--- src/rsp_pkg.sv ---
// Package for the key-value protocol stream parser: phase and role codes, sizes.
// No dependencies.
package rsp_pkg;
	localparam int unsigned DEF_MAX_DEPTH = 16;

	typedef enum logic [2:0] {
		PH_BEGIN,
		PH_LINE,
		PH_LEN,
		PH_BULK,
		PH_BULKEND
	} phase_t;

	localparam logic [2:0] ROLE_MARKER  = 3'd0;
	localparam logic [2:0] ROLE_TEXT    = 3'd1;
	localparam logic [2:0] ROLE_LENGTH  = 3'd2;
	localparam logic [2:0] ROLE_PAYLOAD = 3'd3;
	localparam logic [2:0] ROLE_CRLF    = 3'd4;
	localparam logic [2:0] ROLE_IGNORED = 3'd5;

	localparam logic [2:0] TYPE_UNKNOWN = 3'd0;
	localparam logic [2:0] TYPE_STATUS  = 3'd1;
	localparam logic [2:0] TYPE_ERROR   = 3'd2;
	localparam logic [2:0] TYPE_INTEGER = 3'd3;
	localparam logic [2:0] TYPE_BULK    = 3'd4;
	localparam logic [2:0] TYPE_ARRAY   = 3'd5;

	localparam logic [7:0] CH_COLON  = 8'h3A;
	localparam logic [7:0] CH_PLUS   = 8'h2B;
	localparam logic [7:0] CH_MINUS  = 8'h2D;
	localparam logic [7:0] CH_DOLLAR = 8'h24;
	localparam logic [7:0] CH_STAR   = 8'h2A;
	localparam logic [7:0] CH_CR     = 8'h0D;
	localparam logic [7:0] CH_LF     = 8'h0A;
	localparam logic [7:0] CH_SPACE  = 8'h20;
	localparam logic [7:0] CH_TAB    = 8'h09;
	localparam logic [7:0] CH_VT     = 8'h0B;
	localparam logic [7:0] CH_FF     = 8'h0C;
	localparam logic [7:0] CH_ZERO   = 8'h30;
	localparam logic [7:0] CH_NINE   = 8'h39;

	typedef struct packed {
		logic       restart;
		logic       clear_item;
		logic       set_neg;
		logic       neg_val;
		logic       acc_load;
		logic       bulk_load;
		logic       bulk_dec;
		logic       push;
		logic       complete;
	} rsp_cmd_t;

	typedef struct packed {
		logic       acc_zero;
		logic       neg;
		logic       digit_ovf;
		logic       bulk_last;
		logic       stack_full;
		logic       pop_empty;
	} rsp_stat_t;
endpackage

--- src/rsp_datapath.sv ---
// Datapath: length accumulator, bulk counter and array count stack.
// Depends on rsp_pkg.
module rsp_datapath #(
	parameter int unsigned MAX_DEPTH = rsp_pkg::DEF_MAX_DEPTH,
	localparam int unsigned LW = $clog2(MAX_DEPTH + 1)
) (
	input  logic                clk,
	input  logic                arst_n,
	input  logic                en,
	input  logic [7:0]          data_byte,
	input  rsp_pkg::rsp_cmd_t   cmd,
	output rsp_pkg::rsp_stat_t  stat,
	output logic [31:0]         length_value,
	output logic [LW-1:0]       open_levels,
	output logic [LW-1:0]       next_open
);
	logic [31:0]   acc_q;
	logic          neg_q;
	logic [31:0]   bulk_q;
	logic [31:0]   lvl_q [MAX_DEPTH];
	logic [LW-1:0] open_q;
	logic [35:0]   nv;
	logic [35:0]   lim;
	logic [MAX_DEPTH-1:0] one_left;
	logic [LW-1:0] pops;
	logic [LW-1:0] new_open;
	logic          stop;

	assign nv = {4'd0, acc_q} * 36'd10 + {28'd0, data_byte - rsp_pkg::CH_ZERO};
	assign lim = neg_q ? 36'h080000000 : 36'h07FFFFFFF;

	always_comb begin
		for (int i = 0; i < MAX_DEPTH; i++) begin
			one_left[i] = (lvl_q[i] <= 32'd1);
		end
		// cascaded pops: count consecutive finished levels from the top
		pops = '0;
		stop = 1'b0;
		for (int i = MAX_DEPTH - 1; i >= 0; i--) begin
			if (LW'(i) < open_q && !stop) begin
				if (one_left[i]) begin
					pops = pops + LW'(1);
				end else begin
					stop = 1'b1;
				end
			end
		end
		new_open = open_q - pops;
	end

	assign stat.acc_zero   = (acc_q == 32'd0);
	assign stat.neg        = neg_q;
	assign stat.digit_ovf  = (nv > lim);
	assign stat.bulk_last  = (bulk_q <= 32'd1);
	assign stat.stack_full = (open_q >= LW'(MAX_DEPTH));
	assign stat.pop_empty  = (new_open == '0);
	assign length_value    = neg_q ? (32'd0 - acc_q) : acc_q;
	assign open_levels     = open_q;
	assign next_open       = new_open;

	always_ff @(posedge clk or negedge arst_n) begin
		if (!arst_n) begin
			acc_q  <= '0;
			neg_q  <= 1'b0;
			bulk_q <= '0;
			open_q <= '0;
		end else if (en) begin
			if (cmd.restart) begin
				acc_q  <= '0;
				neg_q  <= 1'b0;
				bulk_q <= '0;
				open_q <= '0;
			end else begin
				if (cmd.clear_item) begin
					acc_q <= '0;
					neg_q <= 1'b0;
				end
				if (cmd.set_neg) neg_q <= cmd.neg_val;
				if (cmd.acc_load) acc_q <= nv[31:0];
				if (cmd.bulk_load) bulk_q <= acc_q;
				else if (cmd.bulk_dec && bulk_q != 32'd0) bulk_q <= bulk_q - 32'd1;
				if (cmd.push) open_q <= open_q + LW'(1);
				else if (cmd.complete) open_q <= new_open;
			end
		end
	end

	always_ff @(posedge clk) begin
		if (en) begin
			for (int i = 0; i < MAX_DEPTH; i++) begin
				if (!cmd.restart && cmd.push && LW'(i) == open_q) begin
					lvl_q[i] <= acc_q;
				end else if (!cmd.restart && cmd.complete && !cmd.push
						&& new_open != '0 && LW'(i) == new_open - LW'(1)) begin
					lvl_q[i] <= lvl_q[i] - 32'd1;
				end
			end
		end
	end
endmodule

--- src/rsp_ctrl.sv ---
// Controller state machine: phase, line/number flags, type and done/fail flags.
// Depends on rsp_pkg.
module rsp_ctrl (
	input  logic                clk,
	input  logic                arst_n,
	input  logic                en,
	input  logic                req_type,
	input  logic [7:0]          data_byte,
	input  rsp_pkg::rsp_stat_t  stat,
	output rsp_pkg::rsp_cmd_t   cmd,
	output logic [2:0]          byte_role,
	output logic [2:0]          item_type,
	output logic                length_valid,
	output logic                element_done,
	output logic                message_done,
	output logic                parse_failed
);
	rsp_pkg::phase_t phase_q, phase_d;
	logic       text_q, text_d;
	logic [1:0] nstage_q, nstage_d;
	logic [2:0] type_q, type_d;
	logic       done_q, done_d;
	logic       fail_q, fail_d;
	logic       is_digit, is_blank;

	assign is_digit = data_byte >= rsp_pkg::CH_ZERO && data_byte <= rsp_pkg::CH_NINE;
	assign is_blank = data_byte == rsp_pkg::CH_SPACE || data_byte == rsp_pkg::CH_TAB
		|| data_byte == rsp_pkg::CH_VT || data_byte == rsp_pkg::CH_FF;

	always_ff @(posedge clk or negedge arst_n) begin
		if (!arst_n) begin
			phase_q  <= rsp_pkg::PH_BEGIN;
			text_q   <= 1'b0;
			nstage_q <= 2'd0;
			type_q   <= rsp_pkg::TYPE_UNKNOWN;
			done_q   <= 1'b0;
			fail_q   <= 1'b0;
		end else if (en) begin
			phase_q  <= phase_d;
			text_q   <= text_d;
			nstage_q <= nstage_d;
			type_q   <= type_d;
			done_q   <= done_d;
			fail_q   <= fail_d;
		end
	end

	always_comb begin
		phase_d = phase_q;
		text_d = text_q;
		nstage_d = nstage_q;
		type_d = type_q;
		done_d = done_q;
		fail_d = fail_q;
		cmd = '0;
		byte_role = rsp_pkg::ROLE_IGNORED;
		length_valid = 1'b0;
		element_done = 1'b0;
		message_done = 1'b0;
		if (req_type) begin
			cmd.restart = 1'b1;
			phase_d = rsp_pkg::PH_BEGIN;
			text_d = 1'b0;
			nstage_d = 2'd0;
			type_d = rsp_pkg::TYPE_UNKNOWN;
			done_d = 1'b0;
			fail_d = 1'b0;
		end else if (!done_q && !fail_q) begin
			unique case (phase_q)
				rsp_pkg::PH_BEGIN: begin
					byte_role = rsp_pkg::ROLE_MARKER;
					cmd.clear_item = 1'b1;
					text_d = 1'b0;
					nstage_d = 2'd0;
					phase_d = rsp_pkg::PH_LINE;
					unique case (data_byte)
						rsp_pkg::CH_COLON:  type_d = rsp_pkg::TYPE_INTEGER;
						rsp_pkg::CH_PLUS:   type_d = rsp_pkg::TYPE_STATUS;
						rsp_pkg::CH_MINUS:  type_d = rsp_pkg::TYPE_ERROR;
						rsp_pkg::CH_DOLLAR: begin
							type_d = rsp_pkg::TYPE_BULK;
							phase_d = rsp_pkg::PH_LEN;
						end
						rsp_pkg::CH_STAR: begin
							type_d = rsp_pkg::TYPE_ARRAY;
							phase_d = rsp_pkg::PH_LEN;
						end
						default: begin
							type_d = rsp_pkg::TYPE_UNKNOWN;
							phase_d = rsp_pkg::PH_BEGIN;
							fail_d = 1'b1;
						end
					endcase
				end
				rsp_pkg::PH_LINE: begin
					if (data_byte == rsp_pkg::CH_CR) begin
						byte_role = rsp_pkg::ROLE_CRLF;
					end else if (data_byte == rsp_pkg::CH_LF) begin
						byte_role = rsp_pkg::ROLE_CRLF;
						if (!text_q) begin
							fail_d = 1'b1;
						end else begin
							element_done = 1'b1;
							cmd.complete = 1'b1;
						end
					end else begin
						byte_role = rsp_pkg::ROLE_TEXT;
						text_d = 1'b1;
					end
				end
				rsp_pkg::PH_LEN: begin
					if (data_byte == rsp_pkg::CH_CR) begin
						byte_role = rsp_pkg::ROLE_CRLF;
					end else if (data_byte == rsp_pkg::CH_LF) begin
						byte_role = rsp_pkg::ROLE_CRLF;
						if (nstage_q != 2'd2) begin
							fail_d = 1'b1;
						end else begin
							length_valid = 1'b1;
							if (stat.neg || stat.acc_zero) begin
								if (type_q == rsp_pkg::TYPE_BULK && stat.acc_zero) begin
									phase_d = rsp_pkg::PH_BULKEND;
								end else begin
									element_done = 1'b1;
									cmd.complete = 1'b1;
								end
							end else if (type_q == rsp_pkg::TYPE_BULK) begin
								cmd.bulk_load = 1'b1;
								phase_d = rsp_pkg::PH_BULK;
							end else if (stat.stack_full) begin
								fail_d = 1'b1;
							end else begin
								cmd.push = 1'b1;
								cmd.clear_item = 1'b1;
								phase_d = rsp_pkg::PH_BEGIN;
								text_d = 1'b0;
								nstage_d = 2'd0;
							end
						end
					end else begin
						byte_role = rsp_pkg::ROLE_LENGTH;
						if (nstage_q == 2'd0 && is_blank) begin
							nstage_d = 2'd0;
						end else if (nstage_q == 2'd0 && (data_byte == rsp_pkg::CH_PLUS
								|| data_byte == rsp_pkg::CH_MINUS)) begin
							cmd.set_neg = 1'b1;
							cmd.neg_val = (data_byte == rsp_pkg::CH_MINUS);
							nstage_d = 2'd1;
						end else if (is_digit) begin
							nstage_d = 2'd2;
							if (stat.digit_ovf) fail_d = 1'b1;
							else cmd.acc_load = 1'b1;
						end else begin
							fail_d = 1'b1;
						end
					end
				end
				rsp_pkg::PH_BULK: begin
					byte_role = rsp_pkg::ROLE_PAYLOAD;
					cmd.bulk_dec = 1'b1;
					if (stat.bulk_last) phase_d = rsp_pkg::PH_BULKEND;
				end
				rsp_pkg::PH_BULKEND: begin
					byte_role = rsp_pkg::ROLE_CRLF;
					if (data_byte == rsp_pkg::CH_LF) begin
						element_done = 1'b1;
						cmd.complete = 1'b1;
					end else if (data_byte != rsp_pkg::CH_CR) begin
						fail_d = 1'b1;
					end
				end
				default: fail_d = 1'b1;
			endcase
			if (cmd.complete) begin
				if (stat.pop_empty) begin
					done_d = 1'b1;
					message_done = 1'b1;
				end else begin
					cmd.clear_item = 1'b1;
					phase_d = rsp_pkg::PH_BEGIN;
					text_d = 1'b0;
					nstage_d = 2'd0;
				end
			end
		end
	end

	assign item_type = type_d;
	assign parse_failed = fail_d;
endmodule

--- src/resp_stream_parser.sv ---
// Top level of the key-value protocol stream parser.
// Each accepted input transaction's result is registered in the output register.
// One byte per cycle unless the output stalls; array count pops cascade at once.
// A full output register accepts a new byte only when it is taken the same cycle.
// Reset (arst_n low): parser at message start, stack empty, flags clear.
// Depends on rsp_pkg, rsp_ctrl, rsp_datapath.
module resp_stream_parser #(
	parameter int unsigned MAX_DEPTH = rsp_pkg::DEF_MAX_DEPTH
) (
	input  logic        clk,
	input  logic        arst_n,
	input  logic        s_tvalid,
	output logic        s_tready,
	input  logic [7:0]  s_tdata,  // data_byte[7:0]
	input  logic        s_tuser,  // req_type
	output logic        m_tvalid,
	input  logic        m_tready,
	output logic [55:0] m_tdata,  // byte_role[2:0] data_out[10:3] item_type[13:11]
	                              // nest_depth[18:14] length_value[50:19]
	                              // length_valid[51] element_done[52]
	                              // message_done[53] parse_failed[54], zero above
	output logic        m_tuser   // unused, zero
);
	localparam int unsigned LW = $clog2(MAX_DEPTH + 1);
	rsp_pkg::rsp_cmd_t  cmd;
	rsp_pkg::rsp_stat_t stat;
	logic        en;
	logic [2:0]  role, itype;
	logic        lv, ed, md, pf;
	logic [31:0] lval;
	logic [LW-1:0] open_lv;
	logic [LW-1:0] new_lv;
	logic [LW-1:0] open_nx;
	logic [4:0]  depth;
	logic [55:0] res_q;
	logic        vld_q;

	assign s_tready = !vld_q || m_tready;
	assign en = s_tvalid && s_tready;

	rsp_ctrl u_ctrl (
		.clk, .arst_n, .en, .req_type(s_tuser), .data_byte(s_tdata), .stat, .cmd,
		.byte_role(role), .item_type(itype), .length_valid(lv), .element_done(ed),
		.message_done(md), .parse_failed(pf)
	);

	rsp_datapath #(.MAX_DEPTH(MAX_DEPTH)) u_dp (
		.clk, .arst_n, .en, .data_byte(s_tdata), .cmd, .stat,
		.length_value(lval), .open_levels(open_lv), .next_open(new_lv)
	);

	always_comb begin
		if (cmd.restart) open_nx = '0;
		else if (cmd.push) open_nx = open_lv + LW'(1);
		else if (cmd.complete && !stat.pop_empty) open_nx = new_lv;
		else if (cmd.complete) open_nx = '0;
		else open_nx = open_lv;
		depth = 5'(open_nx);
	end

	always_ff @(posedge clk or negedge arst_n) begin
		if (!arst_n) vld_q <= 1'b0;
		else if (s_tready) vld_q <= s_tvalid;
	end

	always_ff @(posedge clk) begin
		if (en) res_q <= {1'b0, pf, md, ed, lv, (lv ? lval : 32'd0), depth, itype,
			s_tdata, role};
	end

	assign m_tvalid = vld_q;
	assign m_tdata  = res_q;
	assign m_tuser  = 1'b0;
endmodule

--- config.mk ---
export PLATFORM = sky130hd
export DESIGN_NAME = resp_stream_parser
export DESIGN_NICKNAME = d
export VERILOG_FILES = /design/src/rsp_pkg.sv /design/src/rsp_datapath.sv /design/src/rsp_ctrl.sv /design/src/resp_stream_parser.sv
export SDC_FILE = /design/constraint.sdc
export NUM_CORES = 2
export LEC_CHECK = 0
export ABC_AREA = 1
export BUFFER_PORTS_ARGS = -buffer_cell sky130_fd_sc_hd__buf_2
export CORE_MARGIN = 2
export CORE_UTILIZATION = 60
export DETAILED_ROUTE_END_ITERATION = 8
export PLACE_DENSITY = 0.74
export SETUP_SLACK_MARGIN = 0.1
export SKIP_LAST_GASP = 1
export SYNTH_ARGS = -nofsm -noshare
export SYNTH_HDL_FRONTEND = slang
export SYNTH_SLANG_ARGS = --single-unit
--- constraint.sdc ---
create_clock -name clk -period 32 [get_ports clk]
set_clock_uncertainty 0.15 [all_clocks]
set_input_delay 8 -clock clk [delete_from_list [all_inputs] [get_ports clk]]
set_output_delay 8 -clock clk [all_outputs]
set_load 0.01 [all_outputs]
==> impl_metrics.yaml <==
status:
  status: "complete, no violations"
final_layout:
  fin_cells: 7068
  layout.cells.most_common: "nand2_1"
  finalCoreUtilization_pct: 65.9
  finalNetCount: 6147
  antennaDiodeCount: 0
  syn_to_final_growth_pct: 8.63
  multi_input_area_um2: 23800
  seq_area_um2: 19100
  fill_cells: 6481
  drive_above_1_share_pct: 7.14
  final_cell_mix: "nand2_1 (1180), nor2_1 (973), inv_1 (611)"
  stdcell_area_um2: 50000
critical_path:
  required_ns: 23.85
  end_kind: "primary output"
  crit_chain: "buf_2 > inv_1 > nand2_1 > buf_2"
  cpPeakStageDelay_ns: 0.14
  worstPathArrival_ns: 8.34
  startpoint_type: "primary input"
  cpMostUsedCell: "buf_2"
  cp_max_fo: 3
  worstSetupPathType: "primary input to primary output"
  crit_slowest_cell: "buf_2"
global_route:
  grt_pass1_wl_um: 210000
  grt_start_max_net_pins: 69
  antenna_found_initial: 5
  grt_pass1_vias: 37709
  overflow: 0
  grt.total_usage_pct: 34.4
cts:
  tritoncts: "built"
  clk_pin_slew_ns: 0.06
  htreeDepth: 3
  ctsLongestPathBuffers: 3
  cts_num_sinks: 649
  cts.repair.resized: 0
  post-cts-setup-buffers: 0
  clockRootBuffer: "clkbuf_16"
  insertion_delay_ns: 0.67
  cts_buffers: 77
  postCtsHoldBufs: 0
floorplanning:
  coreArea_um2: 75900
  row_count: 101
  die_x_um: 281
  initial_utilization_pct: 60.6
  dieHeight_um: 281
  io_pins: 72
  fp.dieArea_um2: 79000
route:
  viasPerCell: 5.76
  wl_per_cell_um: 19.2
  drcViolationCount: 0
  drtPass1Iterations: 6
  drtIter0Drc: 4311
  drt-total-wl_um: 136000
  vias: 40745
  ant_nets: 0
synth:
  seq_area_frac_synth_pct: 41.4
  synth_cells: 5934
  synth.distinct_cells: 70
  syn-cell-area_um2: 46100
  synth_edf_count: 567
  avgSynthCellArea_um2: 7.76
  ys_warn_count: 0
  synthFlopType: "edfxtp_1"
  synth_seq_cells: 649
  synth-async-reset-ratio_pct: 12.6
sta:
  finalSetupViolations: 0
  slew_viol_final: 0
  holdWs_ns: 0.363
  relSlewSlack_pct: 21.0
  hold_viol: 0
  fin_setup_tns_ns: 0
  fin_crit_sh_pct: 51.5
  tightest_slew_ns: 1.18
  layout_min_cycle_time_ns: 16.49
  setup_ws_ns: 15.51
  clock.fmax_ghz: 0.0606
  rsz0062_at_grt: "no"
placed_design:
  placedCellCount: 6924
  pre_cts_slack_ns: 15.51
  place.gp.congestion: 0.958
  place_area_um2: 47500
  io_buffers: 69
  hpwl_um: 90500
pwr:
  power_mw: 2.07
  powerDensity_nw_per_um2: 41.4
  power_leakage_nw: 19.8
  intPower_mw: 1.51
  seqPwrFrac_pct: 46.0
  swShare_pct: 27.3
  switching_power_mw: 0.566
  power.clock.fraction_pct: 43.2
  power_frac_comb_pct: 10.8
  ir_worst_vdd_uv: 43.5
flow_run:
  max-cap-violations: 0
min_path:
  min_path_type: "flop to flop"
==> sequential cells by signal, indices dropped and copies added, names as in the netlist <==
signal / count
u_dp.lvl_q: 512
u_dp.open_levels: 5
u_dp.acc_q: 32
u_ctrl.type_q: 3
m_tvalid: 1
u_dp.neg_q: 1
u_dp.bulk_q: 32
u_ctrl.done_q: 1
u_ctrl.nstage_q: 2
u_ctrl.text_q: 1
u_ctrl.phase_q: 3
u_ctrl.fail_q: 1
m_tdata: 55
==> per-layer routing <==
| metal | share of wire, % | global-route usage [%] |
|---|---|---|
| met3 | 10 | 6.74 |
| met1 | 41 | 47.2 |
| met2 | 44 | 53.1 |
| met5 | 0.011 | 0 |
| met4 | 5.0 | 15.1 |
==> kinds of logic after synthesis <==
family | after synthesis | synth area share, %
flip-flops | 649 | 41.4
XOR/XNOR | 527 | 10.0
other | 1 | 0.00814
multiplexers | 11 | 0.269
AND/OR/NAND/NOR | 2955 | 27.5
adder cells (fa/ha/maj) | 161 | 4.42
buffers and inverters | 847 | 7.23
AO/OA/AOI/OAI | 783 | 9.13
==> Yosys cell counts (77+ instances only) <==
library cell / number / area (µm²)
nand2_1: 1180 / 4430
nor2_1: 974 / 3660
inv_1: 613 / 2300
edfxtp_1: 567 / 17000
o21ai_0: 368 / 1840
xor2_1: 351 / 3070
nand3_1: 316 / 1580
nor3_1: 197 / 986
xnor2_1: 176 / 1540
a21oi_1: 174 / 871
ha_1: 158 / 1980
o21ai_1: 127 / 636
clkbuf_1: 102 / 383
dfrtp_1: 82 / 2050
nand4_1: 77 / 482
==> worst max-delay path: cells and delay by family <==
family                 cells  cell delay [ns]
buffers and inverters      3             0.27
AND/OR/NAND/NOR            1             0.06
==> power groups by stage <==
| stage | Combinational, mW | Sequential [mW] | Clock [mW] |
|---|---|---|---|
| 5_1_grt | 0.252 | 0.955 | 0.930 |
| 3_3_place_gp | 0.214 | 0.969 | 0 |
| 4_1_cts | 0.220 | 0.952 | 0.899 |
| 2_1_floorplan | 0.164 | 0.966 | 0 |
| 6_report | 0.224 | 0.954 | 0.895 |
| 3_5_place_dp | 0.219 | 0.969 | 0 |
==> layout make-up <==
class,count,share of cell area (%)
clock buffers,100,4.17
clock inverters,44,0.875
inverters,664,4.98
multi-input cells,4439,47.5
flip-flops and latches,649,38.1
well taps,1030,2.58
repair buffers,142,1.79
==> final timing paths <==
check	depth (start not counted)	start	slack [ns]	end
max reg2reg	65	u_dp.open_levels[4]	19.13	u_dp.lvl_q[1][64]
min in group asynchronous	1	arst_n	7.20	u_dp.acc_q[17]
max in group asynchronous	2	arst_n	23.46	u_dp.bulk_q[5]
min reg2reg	2	u_ctrl.type_q[0]	0.36	u_ctrl.type_q[0]
max	4	m_tready	15.51	s_tready
min	2	u_ctrl.type_q[0]	0.36	u_ctrl.type_q[0]
No activity file was read; power rests on OpenSTA's default activity.
